## src/assert_macros.svh

```systemverilog
// ----------------------------------------------------------------------------
// assertion macros
// concurrent checks on the core clock, disabled while reset is low
// ----------------------------------------------------------------------------
`ifndef ASSERT_MACROS_SVH
`define ASSERT_MACROS_SVH
`ifndef SYNTHESIS
`define CVPS_ASSERT(lbl, prop) \
    lbl: assert property (@(posedge i_clk) disable iff (!i_rst_n) prop) \
        else $error("cvps check failed");
`define CVPS_NEVER(lbl, cond) \
    lbl: assert property (@(posedge i_clk) disable iff (!i_rst_n) !(cond)) \
        else $error("cvps forbidden condition seen");
`else
`define CVPS_ASSERT(lbl, prop)
`define CVPS_NEVER(lbl, cond)
`endif
`endif

```

## src/cvps_pkg.sv

```systemverilog
// ----------------------------------------------------------------------------
// cvps_pkg
// shared types, constants and helpers of the cosine profile solver
// ----------------------------------------------------------------------------
package cvps_pkg;

    localparam int DIV_W = 64;
    localparam int DSR_W = 33;
    localparam int ROUND_LIMIT = 4096;
    localparam int ROUND_W = 13;
    localparam logic [30:0] TIME_TOP = 31'h7FFF_FFFF;
    localparam logic [30:0] HALF_PI_Q30 = 31'd1686629713;

    localparam logic [2:0] REG_SPEED_MAX  = 3'd0;
    localparam logic [2:0] REG_SPEED_MIN  = 3'd1;
    localparam logic [2:0] REG_ACCEL_MAX  = 3'd2;
    localparam logic [2:0] REG_TIME_STEP  = 3'd3;
    localparam logic [2:0] REG_BASE_RATIO = 3'd4;

    localparam logic [2:0] MODE_CALIB    = 3'd0;
    localparam logic [2:0] MODE_GIVEN    = 3'd1;
    localparam logic [2:0] MODE_NO_RISE  = 3'd3;
    localparam logic [2:0] MODE_NO_FALL  = 3'd4;

    typedef enum logic [1:0] {
        SHAPE_THREE,
        SHAPE_NO_RISE,
        SHAPE_NO_FALL
    } t_shape;

    typedef enum logic [4:0] {
        S_IDLE,
        S_INIT,
        S_LOOP,
        S_T1_GO,
        S_T1_WAIT,
        S_MUL_A,
        S_MUL_B,
        S_VM_SUB,
        S_VM_GO,
        S_VM_WAIT,
        S_ACC_CHK,
        S_ACC_GO,
        S_ACC_WAIT,
        S_ACC_MUL,
        S_ACC_FIN,
        S_DECIDE,
        S_END,
        S_CAL_MUL,
        S_CAL_GO,
        S_CAL_WAIT,
        S_DONE
    } t_state;

    // signed saturation of a magnitude with a separate sign
    function automatic logic signed [31:0] sat_mag(input logic [63:0] mag, input logic neg);
        logic [63:0] nm;
        nm = -mag;
        if (neg) begin
            if (mag > 64'h0000_0000_8000_0000) return 32'sh8000_0000;
            return $signed(nm[31:0]);
        end
        if (mag > 64'h0000_0000_7FFF_FFFF) return 32'sh7FFF_FFFF;
        return $signed(mag[31:0]);
    endfunction

    function automatic logic [30:0] clamp_ratio(input logic [63:0] r);
        if (r == 64'd0) return 31'd1;
        if (r > {33'd0, TIME_TOP}) return TIME_TOP;
        return r[30:0];
    endfunction

endpackage

```

## src/cvps_div.sv

```systemverilog
// ----------------------------------------------------------------------------
// cvps_div
// restoring unsigned divider, one quotient bit per cycle
// ----------------------------------------------------------------------------
module cvps_div (
    input  logic                          i_clk,
    input  logic                          i_rst_n,
    input  logic                          i_start,
    input  logic [cvps_pkg::DIV_W-1:0]    i_dividend,
    input  logic [cvps_pkg::DSR_W-1:0]    i_divisor,
    output logic                          o_done,
    output logic [cvps_pkg::DIV_W-1:0]    o_quot
);
    import cvps_pkg::*;

    localparam int CNT_W = $clog2(DIV_W);

    logic [DIV_W-1:0] r_quo;
    logic [DSR_W-1:0] r_dsr;
    logic [DSR_W-1:0] r_rem;
    logic [CNT_W-1:0] r_cnt;
    logic             r_busy;
    logic             r_done;

    logic [DSR_W:0]   rem_sh;
    logic [DSR_W+1:0] diff;

    assign rem_sh = {r_rem, r_quo[DIV_W-1]};
    assign diff   = {1'b0, rem_sh} - {2'b00, r_dsr};

    always_ff @(posedge i_clk) begin
        if (!i_rst_n) begin
            r_busy <= 1'b0;
            r_done <= 1'b0;
            r_cnt  <= '0;
        end else begin
            r_done <= 1'b0;
            if (i_start) begin
                r_busy <= 1'b1;
                r_cnt  <= '0;
            end else if (r_busy) begin
                r_cnt <= r_cnt + 1'b1;
                if (r_cnt == CNT_W'(DIV_W - 1)) begin
                    r_busy <= 1'b0;
                    r_done <= 1'b1;
                end
            end
        end
    end

    always_ff @(posedge i_clk) begin
        if (i_start) begin
            r_quo <= i_dividend;
            r_dsr <= i_divisor;
            r_rem <= '0;
        end else if (r_busy) begin
            if (!diff[DSR_W+1]) begin
                r_rem <= diff[DSR_W-1:0];
                r_quo <= {r_quo[DIV_W-2:0], 1'b1};
            end else begin
                r_rem <= rem_sh[DSR_W-1:0];
                r_quo <= {r_quo[DIV_W-2:0], 1'b0};
            end
        end
    end

    assign o_done = r_done;
    assign o_quot = r_quo;

endmodule

```

## config.mk

```make
export PLATFORM = sky130hd
export DESIGN_NAME = cvps_div
export DESIGN_NICKNAME = d
export VERILOG_FILES = /design/src/assert_macros.svh /design/src/cvps_pkg.sv /design/src/cvps_div.sv
export SDC_FILE = /design/constraint.sdc
export NUM_CORES = 1
export LEC_CHECK = 0
export ABC_AREA = 0
export BUFFER_PORTS_ARGS = -buffer_cell sky130_fd_sc_hd__buf_4
export CORE_ASPECT_RATIO = 1.1
export CORE_UTILIZATION = 55
export DETAILED_ROUTE_END_ITERATION = 8
export PLACE_DENSITY = 0.91
export SKIP_CTS_REPAIR_TIMING = 1
export SYNTH_ARGS = -nofsm -noshare
export SYNTH_HDL_FRONTEND = slang
export SYNTH_SLANG_ARGS = --single-unit
```

## constraint.sdc

```tcl
create_clock -name i_clk -period 3.4 [get_ports i_clk]
set_input_delay 0.68 -clock i_clk [delete_from_list [all_inputs] [get_ports i_clk]]
set_output_delay 0.68 -clock i_clk [all_outputs]
set_load 0.01 [all_outputs]
```

==> flow_metrics.env, run 1 <==
export IMPL_outcome="completed"
export IMPL_floorplan_rows=44
export IMPL_crit_path_end_kind="flop"
export IMPL_p_sw_mw=1.370
export IMPL_fin_setup_tns_ns=0
export IMPL_period_share_pct=91.51
export IMPL_vdd_drop_max_mv=0.3248
export IMPL_slew_headroom_pct=51.09
export IMPL_max_clock_freq_mhz=321.4
export IMPL_layout_drive_gt1_share_pct=33.33
export IMPL_synth_xor_area_share_pct=2.911
export IMPL_synth_top_family_by_area="compound AO/OA/AOI/OAI gates"
export IMPL_setup_worst_path_start="r_dsr[24]"
export IMPL_synth_async_reset_ratio_pct=0
export IMPL_cts_buffer_depth=2
export IMPL_gp_congestion=0.9078
export IMPL_drv_slew=0
export IMPL_r2r_setup_slack_ns=0.29
export IMPL_ys_top_cells_by_count="edfxtp_1 (97), nand2_1 (72), mux2_2 (65)"
export IMPL_synth_seq_area_share_pct=49.63
export IMPL_drt_iter0_drc=407
export IMPL_slowest_delay_ns=0.53
export IMPL_drc=0
export IMPL_hpwl_mm=13.21
export IMPL_cts_sinks=138
export IMPL_path_clk_slew_ns=0.06
export IMPL_nets=989
export IMPL_synthAdderAreaFrac_pct=5.921
export IMPL_vias=6021
export IMPL_fin_crit_ns=3.111
export IMPL_sw_frac_of_total_pct=28.31
export IMPL_final_design_area_no_fill_um2=9492
export IMPL_wire_per_inst_um=17.55
export IMPL_yosysMostFrequentCell="edfxtp_1"
export IMPL_r2r_start="r_dsr[24]"
export IMPL_setup_viol_count_final=0
export IMPL_syn_nets=829
export IMPL_criticalPathCategory="reg2reg"
export IMPL_cellLeakagePower_nw=3.979
export IMPL_internal_power_mw=3.468
export IMPL_fp_coreArea_um2=13270
export IMPL_regArea_um2=3735
export IMPL_r2r_end="r_rem[27]"
export IMPL_crit_fanout=13
export IMPL_power_frac_seq_pct=42.8
export IMPL_worstPathArrival_ns=3.48
export IMPL_first_pass_iters=5
export IMPL_cp_top_family="simple AND/OR/NAND/NOR gates"
export IMPL_synth_avg_cell_area_um2=10.84
export IMPL_grt_pass1_vias=6151
export IMPL_crit_path_top_delay_cell="or4_1"
export IMPL_synth_seq_cells=138
export IMPL_diodes=0
export IMPL_grt_pass1_wl_mm=29.61
export IMPL_fin_skew_ns=0.008158
export IMPL_power_density_nw_per_um2=509.6
export IMPL_grt_antenna_before_repair=0
export IMPL_initial_core_util_pct=56.70
export IMPL_ioPinCount=165
export IMPL_fillCellCount=922
export IMPL_ys_flop_type="edfxtp_1"
export IMPL_drt_wl_total_mm=18.44
export IMPL_synthSimpleGateAreaFrac_pct=11.94
export IMPL_grt_max_degree=65
export IMPL_placed_area_um2=8906
export IMPL_port_buffer_count=164
export IMPL_grt_ovfl_total=0
export IMPL_htreeDepth=4
export IMPL_netlist_area_um2=7522
export IMPL_reg2reg_depth=11
export IMPL_area_delta_synth_final_pct=26.18
export IMPL_cp_depth=11
export IMPL_multi_input_area_um2=3468
export IMPL_hold_path_class="in2reg"
export IMPL_cts_tree="yes"
export IMPL_ys_warn_count=0
export IMPL_numCtsBuffers=17
export IMPL_synth_edf_count=97
export IMPL_grt_usage_pct=27.27
export IMPL_path_cells="inv_1 -> ha_1 -> nand2_1 -> or3_4 -> or3b_1 -> o2111ai_2 -> o211a_4 -> a21oi_2 -> buf_4 -> or4_1 -> nand3_1"
export IMPL_ant_nets=0
export IMPL_clk_latency_ns=0.43
export IMPL_yosysTopAreaCell="edfxtp_1"
export IMPL_critical_path_endpoint="r_rem[27]"
export IMPL_hold_viol=0
export IMPL_combPwrFrac_pct=20.6
export IMPL_yosys_top_cells_area="edfxtp_1 (39%), dfxtp_1 (11%), mux2_2 (9.7%), ha_1 (5.7%), nand2_1 (3.6%)"
export IMPL_fp_dieH_um=124.7
export IMPL_critPathLaunchType="flop"
export IMPL_maxCapViolCount=0
export IMPL_cts_root_buf="clkbuf_16"
export IMPL_synthMuxAreaShare_pct=10.26
export IMPL_via_per_inst=5.729
export IMPL_synth_compound_area_share_pct=14.87
export IMPL_dieWidth_um=113.5
export IMPL_worst_pin_slew_ns=0.7336
export IMPL_die_area_um2=14150
export IMPL_hold_depth=1
export IMPL_path_buf_inv=2
export IMPL_clockPowerShare_pct=36.5
export IMPL_synth_top_cell_area_share_pct=38.72
export IMPL_synth_cells=694
export IMPL_required_ns=3.77
export IMPL_yosysUniqueCellTypes=66
-- worst min-delay path by stage --
stage                            start        to  slack, ns
after global routing      i_divisor[8]  r_dsr[8]       0.41
after detailed placement      r_cnt[5]  r_cnt[5]       0.48
final                     i_divisor[6]  r_dsr[6]       0.42
after CTS                 i_divisor[7]  r_dsr[7]       0.41
after floorplan               r_cnt[5]  r_cnt[5]       0.45
after global placement        r_cnt[5]  r_cnt[5]       0.47
-- cell families (layout without fill, tap and decap cells) --
kind of cell | count (synthesis) | count (layout)
compound gates | 158 | 158
xor+xnor | 25 | 25
fa+ha+maj | 35 | 35
buf+inv | 77 | 250
flops | 138 | 138
mux | 69 | 69
simple gates | 192 | 192
-- routing by layer --
layer	routed length [µm]	track usage (%)	part of all wire, %
met2	9382	47.13	51
met4	490	11.84	2.7
met5	0	0	0
met1	7107	30.32	39
met3	1462	9.002	7.9
-- state kept, by name, summed over array words and instances, names as in the netlist --
name	count
o_quot	64
r_dsr	33
o_done	1
r_cnt	6
r_rem	33
r_busy	1
-- placed cells by master (no fill, tap or decap), types with 4 or more instances in the layout --
cell,netlist,layout
inv_6,0,6
xnor2_1,13,13
o211ai_1,6,6
mux2i_1,4,4
buf_4,7,176
dfxtp_1,41,40
clkbuf_16,0,17
nand3_1,11,11
nand2_1,72,72
nor2b_1,6,6
xor2_1,12,12
a211oi_1,12,12
and3_1,4,4
edfxtp_1,97,97
a21oi_1,39,39
mux2_2,65,65
nand2b_1,5,5
nor2_1,55,55
o21ai_0,24,24
nand4_1,11,11
o21a_1,5,5
a21o_1,14,14
o221ai_1,4,4
a311oi_1,20,20
and2_1,4,4
o21bai_1,4,4
a2111oi_0,4,4
inv_1,41,41
ha_1,34,33
-- worst register-to-register path, delay by kind of cell (launching register included) --
kind	cells	cell delay [ns]
buffers and inverters	2	0.25
AND/OR/NAND/NOR	5	1.57
flip-flops	1	0.32
adder cells (fa/ha/maj)	1	0.42
AO/OA/AOI/OAI	3	0.48
-- power by group through the flow --
stage	clock, mW	combinational, mW	sequential, mW
CTS	1.80	0.990	2.07
global placement	0	0.950	2.10
global route	1.86	1.09	2.09
finish	1.77	0.999	2.07
detailed placement	0	0.981	2.10
floorplan	0	0.599	2.11
-- per-stage QoR --
step           hold slack (ns)  utilization [%]  power [mW]  instances  setup WS (ns)
3_5_place_dp            0.4768            67.13       3.084       1018         0.2248
3_3_place_gp            0.4659            67.13       3.047       1018         0.3343
2_1_floorplan           0.4537                -       2.709        694         0.3944
6_report                0.4239            71.54       4.837       1051         0.2888
5_1_grt                 0.4114            71.54       5.035       1051       -0.01404
4_1_cts                 0.4124            71.37       4.858       1050         0.1857
-- layout make-up --
class / count / share of cell area [%]
tap: 184 / 2.426
clock buffer: 17 / 4.482
sequential: 138 / 39.35
timing repair buffer: 177 / 14.13
inverter: 41 / 1.621
clock inverter: 15 / 1.450
multi-input combinational: 479 / 36.54
Note: power is estimated with default switching activity, not from simulation.
==> run 2: changes to the inputs <==
Clock period 3.4 ns to 3.1 ns, I/O delays scaled along.
==> flow_metrics.env, run 2 (synthesized netlist as in run 1, its figures left out) <==
export IMPL_path_buf_inv=4
export IMPL_crit_path_top_delay_cell="or4_1"
export IMPL_fp_coreArea_um2=13270
export IMPL_pre_cts_slack_ns=0.05947
export IMPL_die_area_um2=14150
export IMPL_r2r_setup_slack_ns=0.12
export IMPL_vias=6178
export IMPL_slew_headroom_pct=59.50
export IMPL_hpwl_mm=13.30
export IMPL_slowest_delay_ns=0.52
export IMPL_whs_endpoint="r_dsr[19]"
export IMPL_drv_slew=0
export IMPL_critPathLaunchType="flop"
export IMPL_setup_ws_ns=0.1157
export IMPL_dieWidth_um=113.5
export IMPL_drc=0
export IMPL_power_density_nw_per_um2=549.1
export IMPL_ant_nets=0
export IMPL_path_clk_slew_ns=0.06
export IMPL_cts_tree="yes"
export IMPL_outcome="completed"
export IMPL_grt_usage_pct=26.67
export IMPL_grt_ovfl_total=0
export IMPL_hp_start="i_divisor[19]"
export IMPL_hold_depth=1
export IMPL_via_per_inst=5.806
export IMPL_port_buffer_count=164
export IMPL_grt_max_degree=61
export IMPL_vdd_drop_max_mv=0.4539
export IMPL_finalPower_mw=5.272
export IMPL_largest_reg_flops=64
export IMPL_fin_setup_tns_ns=0
export IMPL_drt_wl_total_mm=18.59
export IMPL_r2r_end="r_rem[27]"
export IMPL_fin_crit_ns=2.984
export IMPL_required_ns=3.47
export IMPL_fin_util_pct=72.37
export IMPL_reg2reg_depth=14
export IMPL_floorplan_rows=44
export IMPL_fin_skew_ns=0.01189
export IMPL_crit_path_end_kind="flop"
export IMPL_layout_drive_gt1_share_pct=34.66
export IMPL_cts_root_buf="clkbuf_16"
export IMPL_crit_fanout=5
export IMPL_wire_per_inst_um=17.47
export IMPL_gp_congestion=0.9280
export IMPL_clk_latency_ns=0.43
export IMPL_grt_pass1_wl_mm=29.09
export IMPL_placed_area_um2=8994
export IMPL_setup_viol_count_final=0
export IMPL_ioPinCount=165
export IMPL_drt_iter0_drc=477
export IMPL_grt_pass1_vias=6041
export IMPL_period_share_pct=96.27
export IMPL_hold_viol=0
export IMPL_path_cells="inv_1 -> ha_1 -> inv_1 -> fa_2 -> a211oi_2 -> nor4_1 -> nor2_1 -> buf_4 -> a2111oi_4 -> o211a_4 -> a21oi_2 -> buf_4 -> or4_1 -> nand3_1"
export IMPL_diodes=0
export IMPL_max_clock_freq_mhz=335.1
export IMPL_htreeDepth=4
export IMPL_fp_dieH_um=124.7
export IMPL_criticalPathCategory="reg2reg"
export IMPL_cts_buffer_depth=2
export IMPL_worst_pin_slew_ns=0.6075
export IMPL_nets=1002
export IMPL_area_delta_synth_final_pct=27.64
export IMPL_final_common_cell="buf_4"
export IMPL_cp_top_family="simple AND/OR/NAND/NOR gates"
export IMPL_cts_sinks=138
export IMPL_worstPathArrival_ns=3.35
export IMPL_final_design_area_no_fill_um2=9602
export IMPL_initial_core_util_pct=56.70
export IMPL_cellLeakagePower_nw=4.036
export IMPL_first_pass_iters=6
export IMPL_r2r_start="o_quot[63]"
export IMPL_maxCapViolCount=0
export IMPL_grt_antenna_before_repair=0
export IMPL_hold_path_class="in2reg"
export IMPL_final_cell_mix="buf_4 (185), edfxtp_1 (97), nand2_1 (72), mux2_2 (65), nor2_1 (55)"
export IMPL_numCtsBuffers=17
-- run 2: cell count changes in the layout (fill, tap and decap cells not counted), moves of 2 or more --
cell        previous run  this run
clkinvlp_4             3         6
buf_4                176       185
buf_6                  0         2
clkinv_1               2         0
-- run 2: worst max path at each step --
stage,startpoint,endpoint,slack [ns],cells past startpoint
after floorplan,o_quot[63],o_quot[0],0.09,12
final,o_quot[63],r_rem[27],0.12,14
after global routing,o_quot[63],r_rem[27],-0.05,14
after global placement,o_quot[63],o_quot[0],0.16,11
after detailed placement,o_quot[63],r_rem[19],0.06,13
after CTS,o_quot[63],r_rem[19],0.02,13
-- run 2: metal layers --
layer	up-vias	global-route usage (%)	share of wire [%]
met2	282	45.70	51
met5	-	0	0
met3	35	9.732	8.8
met1	2933	30.10	38
li1	2928	-	-
met4	0	9.907	2.2
-- run 2: report_power, final --
group          switching [mW]  internal (mW)  total, mW
Combinational           0.583          0.547       1.13
Clock                   0.833           1.04       1.87
Sequential              0.106           2.16       2.27
-- run 2: per-stage QoR --
| stage | instances | hold WS (ns) |
|---|---|---|
| after floorplan | 694 | 0.4537 |
| after global placement | 1028 | 0.4649 |
| after detailed placement | 1028 | 0.4791 |
| after CTS | 1060 | 0.3569 |
| after global routing | 1064 | 0.3538 |
| final | 1064 | 0.3690 |
-- run 2: layout make-up --
cell class                      count  area [µm²]
Sequential cell                   138        3735
Fill cell                         919        3666
Multi-Input combinational cell    480        3488
Timing Repair Buffer              189        1451
Clock buffer                       18       429.2
Tap cell                          184       230.2
Inverter                           41       153.9
Clock inverter                     14       113.9
-- run 2: worst reg2reg max path, stage by stage (launching register included) --
cell	delay (ns)
edfxtp_1	0.37
inv_1	0.06
ha_1	0.20
inv_1	0.08
fa_2	0.24
a211oi_2	0.09
nor4_1	0.27
nor2_1	0.06
buf_4	0.15
a2111oi_4	0.32
o211a_4	0.23
a21oi_2	0.08
buf_4	0.16
or4_1	0.52
nand3_1	0.09
==> run 3: changes to the inputs <==
Settings changed: RECOVER_POWER set to 100.
==> flow_metrics.env, run 3 (synthesized netlist as in run 1, its figures left out) <==
export IMPL_clk_latency_ns=0.43
export IMPL_port_buffer_count=164
export IMPL_final_common_cell="edfxtp_1"
export IMPL_drt_wl_total_mm=18.53
export IMPL_cts_sinks=138
export IMPL_crit_fanout=5
export IMPL_grt_pass1_vias=6041
export IMPL_fin_skew_ns=0.02108
export IMPL_crit_path_top_delay_cell="or4_1"
export IMPL_fin_cells=1064
export IMPL_required_ns=3.48
export IMPL_grt_pass1_wl_mm=29.09
export IMPL_layout_drive_gt1_share_pct=26.82
export IMPL_r2r_setup_slack_ns=0.12
export IMPL_power_density_nw_per_um2=556.3
export IMPL_cts_tree="yes"
export IMPL_drc=0
export IMPL_crit_path_end_kind="flop"
export IMPL_r2r_start="o_quot[63]"
export IMPL_grt_ovfl_total=0
export IMPL_final_cell_mix="edfxtp_1 (97), buf_4 (85), nand2_1 (72), clkbuf_1 (66), mux2_2 (62)"
export IMPL_cellLeakagePower_nw=3.782
export IMPL_vdd_drop_max_mv=0.4422
export IMPL_grt_usage_pct=26.67
export IMPL_drt_iter0_drc=431
export IMPL_setup_viol_count_final=0
export IMPL_fin_setup_tns_ns=0
export IMPL_gp_congestion=0.9280
export IMPL_grt_max_degree=61
export IMPL_slowest_delay_ns=0.52
export IMPL_whs_ns=0.3892
export IMPL_fp_coreArea_um2=13270
export IMPL_path_clk_slew_ns=0.07
export IMPL_largest_reg_flops=64
export IMPL_regArea_um2=3735
export IMPL_period_share_pct=96.06
export IMPL_hpwl_mm=13.30
export IMPL_hold_path_class="in2reg"
export IMPL_diodes=0
export IMPL_max_clock_freq_mhz=335.8
export IMPL_first_pass_iters=7
export IMPL_fin_util_pct=70.33
export IMPL_cp_top_family="simple AND/OR/NAND/NOR gates"
export IMPL_grt_antenna_before_repair=0
export IMPL_setup_worst_path_start="o_quot[63]"
export IMPL_path_cells="inv_1 -> ha_1 -> inv_1 -> fa_2 -> a211oi_2 -> nor4_1 -> nor2_1 -> buf_4 -> a2111oi_4 -> o211a_4 -> a21oi_2 -> buf_4 -> or4_1 -> nand3_1"
export IMPL_whs_endpoint="r_dsr[19]"
export IMPL_worst_pin_slew_ns=1.561
export IMPL_hold_depth=1
export IMPL_via_per_inst=5.834
export IMPL_cts_buffer_depth=2
export IMPL_initial_core_util_pct=56.70
export IMPL_criticalPathCategory="reg2reg"
export IMPL_r2r_end="r_rem[27]"
export IMPL_multi_input_area_um2=3488
export IMPL_dpl_cell_count=1028
export IMPL_fp_dieH_um=124.7
export IMPL_maxCapViolCount=1
export IMPL_floorplan_rows=44
export IMPL_drv_slew=29
export IMPL_nets=1002
export IMPL_hp_start="i_divisor[19]"
export IMPL_violations="capacitance limit, slew limit"
export IMPL_hold_viol=0
export IMPL_cts_root_buf="clkbuf_16"
export IMPL_critPathLaunchType="flop"
export IMPL_area_delta_synth_final_pct=24.05
export IMPL_outcome="finished, violations left"
export IMPL_dieWidth_um=113.5
export IMPL_path_buf_inv=4
export IMPL_vias=6207
export IMPL_die_area_um2=14150
export IMPL_ant_nets=0
export IMPL_fin_crit_ns=2.978
export IMPL_slew_headroom_pct=-4.042
export IMPL_worstPathArrival_ns=3.35
export IMPL_fillCellCount=1005
export IMPL_htreeDepth=4
export IMPL_ioPinCount=165
export IMPL_numCtsBuffers=17
export IMPL_reg2reg_depth=14
export IMPL_wire_per_inst_um=17.42
[run 3: cell count changes in the layout (fill, tap and decap cells not counted), moves of 2 or more]
| cell | delta |
|---|---|
| buf_12 | -2 |
| buf_4 | -100 |
| clkbuf_1 | +65 |
| clkbuf_2 | +2 |
| clkbuf_4 | +34 |
| mux2_1 | +3 |
| mux2_2 | -3 |
[run 3: layout make-up]
class / count / share of cell area, %
Sequential cell: 138 / 40.02
Multi-Input combinational cell: 480 / 37.38
Timing Repair Buffer: 189 / 12.66
Clock buffer: 18 / 4.599
Tap cell: 184 / 2.467
Inverter: 41 / 1.649
Clock inverter: 14 / 1.220
[run 3: how the worst max path moves through the flow]
stage	to	slack, ns	depth (start not counted)
floorplan	o_quot[0]	0.09	12
global placement	o_quot[0]	0.16	11
detailed placement	r_rem[19]	0.06	13
CTS	r_rem[19]	0.02	13
global route	r_rem[27]	-0.05	14
finish	r_rem[27]	0.12	14
[run 3: power breakdown]
group	switching (mW)	internal, mW	leakage (nW)
logic	0.583	0.473	2.23
registers	0.104	2.17	1.30
clock network	0.829	1.04	0.248
total	1.52	3.68	3.78
[run 3: stage by stage]
stage / setup slack, ns / power (mW) / cell area [µm²]
after CTS: 0.02196 / 5.267 / 9537
after global routing: -0.05220 / 5.408 / 9331
after detailed placement: 0.05947 / 3.406 / 8994
after floorplan: 0.09444 / 2.971 / 7522
final: 0.1222 / 5.192 / 9331
after global placement: 0.1574 / 3.373 / 8994
[run 3: routing by layer]
metal | wire, µm | global-route usage, % | up-vias
li1 | - | - | 2935
met2 | 9578 | 45.70 | 283
met4 | 395 | 9.907 | 0
met1 | 7099 | 30.10 | 2953
met5 | 0 | 0 | -
met3 | 1460 | 9.732 | 36
